**src/sv/mhtq_pkg.sv**
```systemverilog
`timescale 1ns / 1ps
`default_nettype none
// ----------------------------------------------------------------------------
// mhtq_pkg
// Shared types and constants of the min-heap timer queue.
// ----------------------------------------------------------------------------
package mhtq_pkg;

  localparam int CAPACITY    = 64;
  localparam int TIME_BITS   = 32;
  localparam int ID_COUNT    = 64;
  localparam int MAX_RESULTS = 64;
  localparam int QUEUE_DEPTH = 2;

  localparam int ID_W   = 6;
  localparam int OUT_TW = 32;
  localparam int IDX_W  = $clog2(CAPACITY);
  localparam int CNT_W  = $clog2(CAPACITY + 1);
  localparam int N_W    = $clog2(MAX_RESULTS + 1);
  localparam int FLAG_W = (ID_COUNT > 1) ? $clog2(ID_COUNT) : 1;
  localparam int QP_W   = (QUEUE_DEPTH > 1) ? $clog2(QUEUE_DEPTH) : 1;
  localparam int QC_W   = $clog2(QUEUE_DEPTH + 1);

  typedef enum logic [1:0] {
    OP_ADD    = 2'd0,
    OP_CANCEL = 2'd1,
    OP_TICK   = 2'd2
  } op_t;

  typedef enum logic [2:0] {
    RS_ADDED     = 3'd0,
    RS_FULL      = 3'd1,
    RS_CANCELLED = 3'd2,
    RS_FIRED     = 3'd3,
    RS_EXP_CANC  = 3'd4,
    RS_IDLE      = 3'd5
  } status_t;

  typedef struct packed {
    op_t                  op;
    logic [ID_W-1:0]      id;
    logic [TIME_BITS-1:0] tm;
  } cmd_t;

  typedef struct packed {
    logic [TIME_BITS-1:0] tm;
    logic [ID_W-1:0]      id;
  } entry_t;

  typedef enum logic [3:0] {
    ST_IDLE,
    ST_SU_RD,
    ST_SU_CMP,
    ST_ADD_DONE,
    ST_TK_RD,
    ST_TK_CHK,
    ST_TK_LAST,
    ST_SD_A,
    ST_SD_B,
    ST_SD_C,
    ST_SD_D
  } state_t;

endpackage
`default_nettype wire

```
**src/sv/min_heap_timer_queue.sv**
```systemverilog
`timescale 1ns / 1ps
`default_nettype none
// ----------------------------------------------------------------------------
// min_heap_timer_queue
// Timer queue on a binary min-heap with lazy cancel and tick-driven expiry.
// ----------------------------------------------------------------------------
// Items pass through a two-entry command queue to a heap engine that works on
// one command at a time against a single-port heap memory with registered
// read. A cancel or a rejected add is answered from the idle state; an add
// climbs the heap one level per parent read, then reports; a tick reads the
// root to check it, and each popped entry sinks one level per round of child
// reads. A tick pops at most MAX_RESULTS entries; a result is held in an
// output register, so the engine keeps working while the previous result
// waits, and stalls only when it has the next result to give.
module min_heap_timer_queue (
  input  wire                        clk,
  input  wire                        rst_n,
  input  wire                        in_valid,
  output logic                       in_stall,
  input  wire  [1:0]                 in_kind,
  input  wire  [mhtq_pkg::ID_W-1:0]  in_timer_id,
  input  wire  [31:0]                in_expire_time,
  input  wire  [31:0]                in_now,
  output logic                       out_valid,
  input  wire                        out_stall,
  output logic [2:0]                 out_status,
  output logic [mhtq_pkg::ID_W-1:0]  out_timer_id,
  output logic [31:0]                out_expire_time,
  output logic                       out_last
);

  logic           cmd_valid;
  logic           cmd_pop;
  mhtq_pkg::cmd_t cmd;

  // accept and queue commands
  mhtq_front u_front (
    .clk            (clk),
    .rst_n          (rst_n),
    .in_valid       (in_valid),
    .in_stall       (in_stall),
    .in_kind        (in_kind),
    .in_timer_id    (in_timer_id),
    .in_expire_time (in_expire_time),
    .in_now         (in_now),
    .cmd_valid      (cmd_valid),
    .cmd            (cmd),
    .cmd_pop        (cmd_pop)
  );

  // run heap operations
  mhtq_engine u_engine (
    .clk             (clk),
    .rst_n           (rst_n),
    .cmd_valid       (cmd_valid),
    .cmd             (cmd),
    .cmd_pop         (cmd_pop),
    .out_valid       (out_valid),
    .out_stall       (out_stall),
    .out_status      (out_status),
    .out_timer_id    (out_timer_id),
    .out_expire_time (out_expire_time),
    .out_last        (out_last)
  );

endmodule
`default_nettype wire

```
**src/sv/mhtq_front.sv**
```systemverilog
`timescale 1ns / 1ps
`default_nettype none
// ----------------------------------------------------------------------------
// mhtq_front
// Accepts input items, decodes their kind and queues commands for the engine.
// ----------------------------------------------------------------------------
module mhtq_front (
  input  wire                           clk,
  input  wire                           rst_n,
  input  wire                           in_valid,
  output logic                          in_stall,
  input  wire  [1:0]                    in_kind,
  input  wire  [mhtq_pkg::ID_W-1:0]     in_timer_id,
  input  wire  [31:0]                   in_expire_time,
  input  wire  [31:0]                   in_now,
  output logic                          cmd_valid,
  output mhtq_pkg::cmd_t                cmd,
  input  wire                           cmd_pop
);

  mhtq_pkg::cmd_t              q_r [mhtq_pkg::QUEUE_DEPTH];
  logic [mhtq_pkg::QP_W-1:0]   wp_r, wp_nxt, rp_r, rp_nxt;
  logic [mhtq_pkg::QC_W-1:0]   cnt_r, cnt_nxt;
  mhtq_pkg::cmd_t              dec;
  logic                        dec_ok;
  logic                        push;
  logic                        pop;

  // decode the kind; an unused kind is dropped
  always_comb begin
    dec.id = in_timer_id;
    dec.op = mhtq_pkg::OP_ADD;
    dec.tm = mhtq_pkg::TIME_BITS'(in_expire_time);
    dec_ok = 1'b1;
    case (mhtq_pkg::op_t'(in_kind))
      mhtq_pkg::OP_ADD: begin
        dec.op = mhtq_pkg::OP_ADD;
      end
      mhtq_pkg::OP_CANCEL: begin
        dec.op = mhtq_pkg::OP_CANCEL;
      end
      mhtq_pkg::OP_TICK: begin
        dec.op = mhtq_pkg::OP_TICK;
        dec.tm = mhtq_pkg::TIME_BITS'(in_now);
      end
      default: begin
        dec_ok = 1'b0;
      end
    endcase
  end

  assign in_stall  = (cnt_r == mhtq_pkg::QC_W'(mhtq_pkg::QUEUE_DEPTH));
  assign push      = in_valid && !in_stall && dec_ok;
  assign pop       = cmd_pop && (cnt_r != '0);
  assign cmd_valid = (cnt_r != '0);
  assign cmd       = q_r[rp_r];

  // advance pointers, wrapping at the queue depth
  always_comb begin
    wp_nxt  = wp_r;
    rp_nxt  = rp_r;
    cnt_nxt = cnt_r;
    if (push) begin
      wp_nxt = (wp_r == mhtq_pkg::QP_W'(mhtq_pkg::QUEUE_DEPTH - 1)) ? '0 : wp_r + 1'b1;
    end
    if (pop) begin
      rp_nxt = (rp_r == mhtq_pkg::QP_W'(mhtq_pkg::QUEUE_DEPTH - 1)) ? '0 : rp_r + 1'b1;
    end
    if (push && !pop) begin
      cnt_nxt = cnt_r + 1'b1;
    end else if (pop && !push) begin
      cnt_nxt = cnt_r - 1'b1;
    end
  end

  always_ff @(posedge clk) begin
    if (!rst_n) begin
      wp_r  <= '0;
      rp_r  <= '0;
      cnt_r <= '0;
    end else begin
      wp_r  <= wp_nxt;
      rp_r  <= rp_nxt;
      cnt_r <= cnt_nxt;
    end
  end

  // hold queued commands
  always_ff @(posedge clk) begin
    if (push) begin
      q_r[wp_r] <= dec;
    end
  end

endmodule
`default_nettype wire

```
**src/sv/mhtq_engine.sv**
```systemverilog
`timescale 1ns / 1ps
`default_nettype none
// ----------------------------------------------------------------------------
// mhtq_engine
// Carries out queued commands on the heap memory and registers each result.
// ----------------------------------------------------------------------------
module mhtq_engine (
  input  wire                           clk,
  input  wire                           rst_n,
  input  wire                           cmd_valid,
  input  mhtq_pkg::cmd_t                cmd,
  output logic                          cmd_pop,
  output logic                          out_valid,
  input  wire                           out_stall,
  output logic [2:0]                    out_status,
  output logic [mhtq_pkg::ID_W-1:0]     out_timer_id,
  output logic [31:0]                   out_expire_time,
  output logic                          out_last
);

  localparam int CW = mhtq_pkg::IDX_W + 2;

  mhtq_pkg::entry_t             heap_mem [mhtq_pkg::CAPACITY];
  mhtq_pkg::entry_t             rd_r;
  logic                         mem_we, mem_re;
  logic [mhtq_pkg::IDX_W-1:0]   mem_waddr, mem_raddr;
  mhtq_pkg::entry_t             mem_wdata;

  mhtq_pkg::state_t             state_r, state_nxt;
  logic [mhtq_pkg::CNT_W-1:0]   count_r, count_nxt;
  logic [mhtq_pkg::N_W-1:0]     n_r, n_nxt;
  logic [mhtq_pkg::ID_COUNT-1:0] flags_r, flags_nxt;
  logic [mhtq_pkg::IDX_W-1:0]   pos_r, pos_nxt, par_r, par_nxt, bidx_r, bidx_nxt;
  mhtq_pkg::entry_t             mv_r, mv_nxt, best_r, best_nxt;
  logic [mhtq_pkg::TIME_BITS-1:0] now_r, now_nxt;
  mhtq_pkg::status_t            pst_r, pst_nxt;
  mhtq_pkg::entry_t             pend_r, pend_nxt;

  logic                         ov_r, ol_r;
  mhtq_pkg::status_t            os_r;
  logic [mhtq_pkg::ID_W-1:0]    oid_r;
  logic [31:0]                  ot_r;

  logic                         emit, e_last;
  mhtq_pkg::status_t            e_st;
  logic [mhtq_pkg::ID_W-1:0]    e_id;
  logic [31:0]                  e_tm;

  logic                         out_free, full, pop_due, cmd_id_ok, rd_id_ok, rd_canc;
  logic [CW-1:0]                c_full, c1_full, cnt_ext;
  logic [mhtq_pkg::IDX_W-1:0]   parent;

  assign out_free  = !ov_r || !out_stall;
  assign full      = (count_r >= mhtq_pkg::CNT_W'(mhtq_pkg::CAPACITY));
  assign pop_due   = (count_r != '0) && (n_r < mhtq_pkg::N_W'(mhtq_pkg::MAX_RESULTS))
                     && (rd_r.tm <= now_r);
  assign cmd_id_ok = (32'(cmd.id) < mhtq_pkg::ID_COUNT);
  assign rd_id_ok  = (32'(rd_r.id) < mhtq_pkg::ID_COUNT);
  assign rd_canc   = rd_id_ok && flags_r[mhtq_pkg::FLAG_W'(rd_r.id)];
  assign c_full    = CW'({pos_r, 1'b1});
  assign c1_full   = c_full + 1'b1;
  assign cnt_ext   = CW'(count_r);
  assign parent    = (pos_r - 1'b1) >> 1;

  // next state
  always_comb begin
    state_nxt = state_r;
    case (state_r)
      mhtq_pkg::ST_IDLE: begin
        if (cmd_valid) begin
          if (cmd.op == mhtq_pkg::OP_ADD && !full) begin
            state_nxt = mhtq_pkg::ST_SU_RD;
          end else if (cmd.op == mhtq_pkg::OP_TICK) begin
            state_nxt = mhtq_pkg::ST_TK_RD;
          end
        end
      end
      mhtq_pkg::ST_SU_RD: begin
        state_nxt = (pos_r == '0) ? mhtq_pkg::ST_ADD_DONE : mhtq_pkg::ST_SU_CMP;
      end
      mhtq_pkg::ST_SU_CMP: begin
        state_nxt = (rd_r.tm <= mv_r.tm) ? mhtq_pkg::ST_ADD_DONE : mhtq_pkg::ST_SU_RD;
      end
      mhtq_pkg::ST_ADD_DONE: begin
        if (out_free) begin
          state_nxt = mhtq_pkg::ST_IDLE;
        end
      end
      mhtq_pkg::ST_TK_RD: begin
        state_nxt = mhtq_pkg::ST_TK_CHK;
      end
      mhtq_pkg::ST_TK_CHK: begin
        if (pop_due) begin
          if (n_r == '0 || out_free) begin
            state_nxt = mhtq_pkg::ST_TK_LAST;
          end
        end else if (out_free) begin
          state_nxt = mhtq_pkg::ST_IDLE;
        end
      end
      mhtq_pkg::ST_TK_LAST: begin
        state_nxt = mhtq_pkg::ST_SD_A;
      end
      mhtq_pkg::ST_SD_A: begin
        state_nxt = (c_full >= cnt_ext) ? mhtq_pkg::ST_TK_RD : mhtq_pkg::ST_SD_B;
      end
      mhtq_pkg::ST_SD_B: begin
        state_nxt = (c1_full < cnt_ext) ? mhtq_pkg::ST_SD_C : mhtq_pkg::ST_SD_D;
      end
      mhtq_pkg::ST_SD_C: begin
        state_nxt = mhtq_pkg::ST_SD_D;
      end
      mhtq_pkg::ST_SD_D: begin
        state_nxt = (best_r.tm < mv_r.tm) ? mhtq_pkg::ST_SD_A : mhtq_pkg::ST_TK_RD;
      end
      default: begin
        state_nxt = mhtq_pkg::ST_IDLE;
      end
    endcase
  end

  // datapath, memory controls and results
  always_comb begin
    count_nxt = count_r;
    n_nxt     = n_r;
    flags_nxt = flags_r;
    pos_nxt   = pos_r;
    par_nxt   = par_r;
    bidx_nxt  = bidx_r;
    mv_nxt    = mv_r;
    best_nxt  = best_r;
    now_nxt   = now_r;
    pst_nxt   = pst_r;
    pend_nxt  = pend_r;
    mem_we    = 1'b0;
    mem_re    = 1'b0;
    mem_waddr = pos_r;
    mem_raddr = '0;
    mem_wdata = mv_r;
    cmd_pop   = 1'b0;
    emit      = 1'b0;
    e_st      = mhtq_pkg::RS_IDLE;
    e_id      = '0;
    e_tm      = '0;
    e_last    = 1'b1;
    case (state_r)
      mhtq_pkg::ST_IDLE: begin
        if (cmd_valid) begin
          case (cmd.op)
            mhtq_pkg::OP_ADD: begin
              if (full) begin
                if (out_free) begin
                  cmd_pop = 1'b1;
                  emit    = 1'b1;
                  e_st    = mhtq_pkg::RS_FULL;
                  e_id    = cmd.id;
                end
              end else begin
                cmd_pop   = 1'b1;
                mv_nxt.tm = cmd.tm;
                mv_nxt.id = cmd.id;
                pos_nxt   = mhtq_pkg::IDX_W'(count_r);
                if (cmd_id_ok) begin
                  flags_nxt[mhtq_pkg::FLAG_W'(cmd.id)] = 1'b0;
                end
              end
            end
            mhtq_pkg::OP_CANCEL: begin
              if (out_free) begin
                cmd_pop = 1'b1;
                emit    = 1'b1;
                e_st    = mhtq_pkg::RS_CANCELLED;
                e_id    = cmd.id;
                if (cmd_id_ok) begin
                  flags_nxt[mhtq_pkg::FLAG_W'(cmd.id)] = 1'b1;
                end
              end
            end
            mhtq_pkg::OP_TICK: begin
              cmd_pop = 1'b1;
              now_nxt = cmd.tm;
              n_nxt   = '0;
            end
            default: begin
              cmd_pop = 1'b1;
            end
          endcase
        end
      end
      // sift up: move larger parents down until the new entry fits
      mhtq_pkg::ST_SU_RD: begin
        if (pos_r == '0) begin
          mem_we    = 1'b1;
          count_nxt = count_r + 1'b1;
        end else begin
          mem_re    = 1'b1;
          mem_raddr = parent;
          par_nxt   = parent;
        end
      end
      mhtq_pkg::ST_SU_CMP: begin
        mem_we = 1'b1;
        if (rd_r.tm <= mv_r.tm) begin
          count_nxt = count_r + 1'b1;
        end else begin
          mem_wdata = rd_r;
          pos_nxt   = par_r;
        end
      end
      mhtq_pkg::ST_ADD_DONE: begin
        if (out_free) begin
          emit = 1'b1;
          e_st = mhtq_pkg::RS_ADDED;
          e_id = mv_r.id;
        end
      end
      mhtq_pkg::ST_TK_RD: begin
        mem_re = 1'b1;
      end
      // pop the root if due; release the previous pop once its successor is known
      mhtq_pkg::ST_TK_CHK: begin
        if (pop_due) begin
          if (n_r == '0 || out_free) begin
            if (n_r != '0) begin
              emit   = 1'b1;
              e_st   = pst_r;
              e_id   = pend_r.id;
              e_tm   = mhtq_pkg::OUT_TW'(pend_r.tm);
              e_last = 1'b0;
            end
            pend_nxt  = rd_r;
            pst_nxt   = rd_canc ? mhtq_pkg::RS_EXP_CANC : mhtq_pkg::RS_FIRED;
            n_nxt     = n_r + 1'b1;
            count_nxt = count_r - 1'b1;
            mem_re    = 1'b1;
            mem_raddr = mhtq_pkg::IDX_W'(count_r - 1'b1);
          end
        end else if (out_free) begin
          emit = 1'b1;
          if (n_r != '0) begin
            e_st = pst_r;
            e_id = pend_r.id;
            e_tm = mhtq_pkg::OUT_TW'(pend_r.tm);
          end
        end
      end
      mhtq_pkg::ST_TK_LAST: begin
        mv_nxt  = rd_r;
        pos_nxt = '0;
      end
      // sift down: fetch children one at a time, keep the smaller
      mhtq_pkg::ST_SD_A: begin
        if (c_full >= cnt_ext) begin
          mem_we = 1'b1;
        end else begin
          mem_re    = 1'b1;
          mem_raddr = mhtq_pkg::IDX_W'(c_full);
        end
      end
      mhtq_pkg::ST_SD_B: begin
        best_nxt = rd_r;
        bidx_nxt = mhtq_pkg::IDX_W'(c_full);
        if (c1_full < cnt_ext) begin
          mem_re    = 1'b1;
          mem_raddr = mhtq_pkg::IDX_W'(c1_full);
        end
      end
      mhtq_pkg::ST_SD_C: begin
        if (rd_r.tm < best_r.tm) begin
          best_nxt = rd_r;
          bidx_nxt = mhtq_pkg::IDX_W'(c1_full);
        end
      end
      mhtq_pkg::ST_SD_D: begin
        mem_we = 1'b1;
        if (best_r.tm < mv_r.tm) begin
          mem_wdata = best_r;
          pos_nxt   = bidx_r;
        end
      end
      default: begin
        mem_we = 1'b0;
      end
    endcase
  end

  // heap memory with registered read
  always_ff @(posedge clk) begin
    if (mem_we) begin
      heap_mem[mem_waddr] <= mem_wdata;
    end
    if (mem_re) begin
      rd_r <= heap_mem[mem_raddr];
    end
  end

  // control state
  always_ff @(posedge clk) begin
    if (!rst_n) begin
      state_r <= mhtq_pkg::ST_IDLE;
      count_r <= '0;
      n_r     <= '0;
      flags_r <= '0;
      ov_r    <= 1'b0;
    end else begin
      state_r <= state_nxt;
      count_r <= count_nxt;
      n_r     <= n_nxt;
      flags_r <= flags_nxt;
      if (emit) begin
        ov_r <= 1'b1;
      end else if (!out_stall) begin
        ov_r <= 1'b0;
      end
    end
  end

  // working and result payload
  always_ff @(posedge clk) begin
    pos_r  <= pos_nxt;
    par_r  <= par_nxt;
    bidx_r <= bidx_nxt;
    mv_r   <= mv_nxt;
    best_r <= best_nxt;
    now_r  <= now_nxt;
    pst_r  <= pst_nxt;
    pend_r <= pend_nxt;
    if (emit) begin
      os_r  <= e_st;
      oid_r <= e_id;
      ot_r  <= e_tm;
      ol_r  <= e_last;
    end
  end

  assign out_valid       = ov_r;
  assign out_status      = os_r;
  assign out_timer_id    = oid_r;
  assign out_expire_time = ot_r;
  assign out_last        = ol_r;

endmodule
`default_nettype wire

```
**config.mk**
```make
export PLATFORM = sky130hd
export DESIGN_NAME = min_heap_timer_queue
export DESIGN_NICKNAME = d
export VERILOG_FILES = /design/src/sv/mhtq_pkg.sv /design/src/sv/min_heap_timer_queue.sv /design/src/sv/mhtq_front.sv /design/src/sv/mhtq_engine.sv
export SDC_FILE = /design/constraint.sdc
export NUM_CORES = 2
export LEC_CHECK = 0
export BUFFER_PORTS_ARGS = -buffer_cell sky130_fd_sc_hd__buf_4
export CAP_MARGIN = 10
export CORE_AREA = 2 2 484 486
export DETAILED_ROUTE_END_ITERATION = 7
export DIE_AREA = 0 0 486 488
export PLACE_DENSITY = 0.69
export SLEW_MARGIN = 15
export SYNTH_ARGS = -nofsm -noshare
export SYNTH_HDL_FRONTEND = slang
export SYNTH_SLANG_ARGS = --single-unit
```
**constraint.sdc**
```tcl
create_clock -name clk -period 6.9 [get_ports clk]
set_input_delay 0.69 -clock clk [delete_from_list [all_inputs] [get_ports clk]]
set_output_delay 0.69 -clock clk [all_outputs]
set_load 0.02 [all_outputs]
```
==> reports/qor.yml <==
power_density_nw_per_um2: 340
synthesis.nets: 8138
cts.root.buffer_cell: "sky130_fd_sc_hd__clkbuf_16"
sw_frac_of_total: 0.282
dpl_worst_slack_ns: 0.734
ioPinCount: 120
fmax_mhz: 159
register_area_um2: 84600
grt_start_max_net_pins: 168
die-height_um: 488
hold_violations: 0
post_synthesis_mean_instance_area_um2: 14.6
maximum_buffer_depth_of_the_clock_tree: 4
cell_internal_pwr_mw: 31.8
cts_made_buffers: 300
holdBufCountCts: 6
io_buffer_count: 119
worst_slew_margin_rel: 0.212
fin_hold_ws_ns: 0.0861
setup_tns_ns: 0
final_net_count: 8314
cts.htree.levels: 5
p_clk_frac: 0.343
run_status: "finished with violations"
seq_cells_post_synth: 2845
cellLeakagePower_nw: 40.9
multiInputGateArea_um2: 28800
ys_dominant_reg_cell: "sky130_fd_sc_hd__edfxtp_1"
drt-wirelength-per-cell_um: 26.9
clock_latency_ns: 0.95
clock_sink_count: 2845
first_global_vias: 68700
drcViolationCount: 1
element_type_at_the_critical_path_end: "flip-flop"
number_of_enable_flip_flop_cells_after_synthesis: 2757
die_w_um: 486
max-cap-violations: 0
post_route_cells_drive_above_1_share: 0.127
ys.warnings.count: 0
fp.dieArea_um2: 237000
final.setup_skew_ns: 0.0475
fill_cell_instance_count_of_the_final_layout: 17600
route.antenna.remaining_nets: 0
globalRouteTotalUtil: 0.251
vias_per_cell: 6.25
timing.final.crit_period_ns: 6.31
yosys.cell_types.count: 80
clock_tree_from_tritoncts: "yes"
globalplace.congestion: 0.868
postCtsSetupRepairBufs: 0
grt_pass1_wl_um: 446000
timing.final.max_slew_violations: 0
worst-slew-pin-transition_ns: 1.18
period_share: 0.914
detailedRoute.firstPassIterationCount: 8
row_count: 177
hold-path-cell-count: 2
critPathArrivalTime_ns: 6.94
critPathLaunchType: "flip-flop"
detailedPlacementHpwl_um: 176000
worstPathRequired_ns: 7.54
hold_path_class: "input pin to flip-flop"
initial_utilization: 0.498
timing.setup.critical_path_class: "flip-flop to flip-flop"
setup_viol: 0
violated_checks: "design-rule violations"
async_reset_ff_frac: 0
reg2regPathDepth: 15
postLayoutSetupSlackWorst_ns: 0.594
first_iter_violations: 8856
floorplan.core_area_um2: 232000
maximum_fanout_along_the_worst_path: 59
vdd.ir_drop.worst_uv: 266
sequential_element_share_of_the_synthesized_area: 0.733
postSynthCellCount: 7916
unrepaired_setup_endpoints_after_global_routing: "false"
routed_wl_um: 305000
area_delta_synth_final_pct: 13.1
switchingPower_mw: 12.5
cts.clk_slew.worst_paths_ns: 0.07
synth_area_um2: 115000
global_route.overflow_total: 0
routed-via-count: 71000
antenna_found_initial: 20
post_cts.resized_instances: 0
power.share.sequential: 0.477
combinational_share_of_power: 0.179
-- path summary, 6_finish.rpt --
check | startpoint | endpoint | slack (ns)
worst min-delay path | in_expire_time[7] | u_front.q_r[1][7] | 0.09
worst min register to register | flip-flop | flip-flop | 0.48
worst max register to register | u_engine.rd_r[23] | u_engine.rd_r[16] | 0.59
worst max-delay path | u_engine.rd_r[23] | u_engine.rd_r[16] | 0.59
-- power by group through the flow --
stage	logic, mW	registers [mW]	clock network, mW
floorplan	4.78	21.3	0
global placement	7.60	21.5	0
detailed placement	7.78	21.5	0
CTS	7.82	21.1	15.4
global route	8.50	21.2	16.1
finish	7.95	21.1	15.2
-- placed cells by master (no fill, tap or decap), types with 87 or more instances in the layout --
cell type / n
sky130_fd_sc_hd__o21ai_0: 110
sky130_fd_sc_hd__mux2i_1: 472
sky130_fd_sc_hd__nand2_1: 1208
sky130_fd_sc_hd__clkbuf_16: 306
sky130_fd_sc_hd__buf_4: 339
sky130_fd_sc_hd__a21oi_1: 820
sky130_fd_sc_hd__edfxtp_1: 2757
sky130_fd_sc_hd__nor3_1: 196
sky130_fd_sc_hd__nor2_1: 129
sky130_fd_sc_hd__a221oi_1: 458
sky130_fd_sc_hd__dfxtp_1: 87
sky130_fd_sc_hd__mux2_2: 102
sky130_fd_sc_hd__ha_1: 146
sky130_fd_sc_hd__nand3_1: 181
sky130_fd_sc_hd__inv_1: 118
-- state kept, by name (all words and copies together) (netlist names), named ones only --
| register | count |
|---|---|
| u_engine.heap_mem | 2432 |
| u_front.q_r | 80 |
| u_engine.best_r | 38 |
| u_engine.mv_r | 38 |
| u_engine.pend_r | 38 |
| u_engine.rd_r | 38 |
| u_engine.now_r | 32 |
| u_engine.out_expire_time | 32 |
| u_engine.count_r | 7 |
| u_engine.n_r | 7 |
| u_engine.bidx_r | 6 |
| u_engine.mem_waddr | 6 |
| u_engine.out_timer_id | 6 |
| u_engine.par_r | 5 |
| u_engine.state_r | 4 |
| u_engine.out_status | 3 |
| u_engine.pst_r | 2 |
| u_front.cnt_r | 2 |
| u_engine.out_last | 1 |
| u_engine.out_valid | 1 |
| u_front.rp_r | 1 |
| u_front.wp_r | 1 |
-- cell usage after synthesis, drive strengths merged (5+ instances only) --
library cell	instances	area (um2)
a211o	5	43.8
a211oi	6	50.1
a21boi	72	541
a21o	40	300
a21oi	822	4130
a221o	31	310
a221oi	459	4030
a222oi	6	60.1
a22o	7	61.3
a31oi	8	56.3
a32oi	76	666
and2	47	294
buf	286	1490
clkbuf	244	923
dfxtp	88	1760
edfxtp	2757	82800
ha	146	1830
inv	121	454
mux2	102	1150
mux2i	472	4720
mux4	21	473
nand2	1210	4540
nand2b	17	106
nand3	182	911
nand4	24	150
nor2	194	731
nor2b	21	131
nor3	198	991
o211ai	7	57.6
o21a	9	67.6
o21ai	112	564
or3	7	43.8
or4	40	304
xnor2	16	140
xor2	11	96.3
-- logic make-up after synthesis --
| logic type | after synthesis | synth area share |
|---|---|---|
| adders and majority gates | 146 | 0.0158 |
| AOI/OAI and AO/OA | 1689 | 0.0970 |
| xor gates and xnor gates | 27 | 0.00205 |
| muxes | 595 | 0.0550 |
| DFF | 2845 | 0.733 |
| buffers and inverters | 651 | 0.0248 |
| and+or+nand+nor | 1963 | 0.0727 |
-- critical path: stages, from the launching register on --
cell	delay, ns
sky130_fd_sc_hd__edfxtp_1	0.79
sky130_fd_sc_hd__ha_1	0.38
sky130_fd_sc_hd__a21o_1	0.19
sky130_fd_sc_hd__nand3_1	0.16
sky130_fd_sc_hd__a2111oi_0	0.14
sky130_fd_sc_hd__or4_4	0.48
sky130_fd_sc_hd__a221oi_2	0.56
sky130_fd_sc_hd__a211o_4	0.61
sky130_fd_sc_hd__buf_12	0.28
sky130_fd_sc_hd__buf_12	0.33
sky130_fd_sc_hd__buf_4	0.35
sky130_fd_sc_hd__mux2i_1	0.22
sky130_fd_sc_hd__a221oi_1	0.11
sky130_fd_sc_hd__nor3_1	0.36
sky130_fd_sc_hd__a21oi_1	0.35
sky130_fd_sc_hd__or4_1	0.60
-- routing by layer --
layer	vias up	wire, um	global-route usage
met2	3754	143000	0.400
li1	30900	-	-
met4	12	7790	0.0739
met5	-	135	0
met1	35800	123000	0.353
met3	562	31000	0.0483
-- layout make-up --
class,instances,share of cell area
Sequential cell,2845,0.648
Multi-Input combinational cell,4420,0.220
Clock buffer,358,0.0603
Tap cell,3043,0.0292
Timing Repair Buffer,404,0.0290
Clock inverter,159,0.00965
Inverter,121,0.00348
Antenna cell,7,0.000134
-- stage by stage --
stage | instances | power, mW | area [um2] | util
2_1_floorplan | 7916 | 26.1 | 115000 | -
3_3_place_gp | 10800 | 29.1 | 121000 | 0.523
6_report | 11400 | 44.3 | 130000 | 0.563
5_1_grt | 11400 | 45.8 | 130000 | 0.563
4_1_cts | 11400 | 44.3 | 130000 | 0.562
3_5_place_dp | 10800 | 29.3 | 121000 | 0.523
No activity file was read; power rests on OpenSTA's default activity.
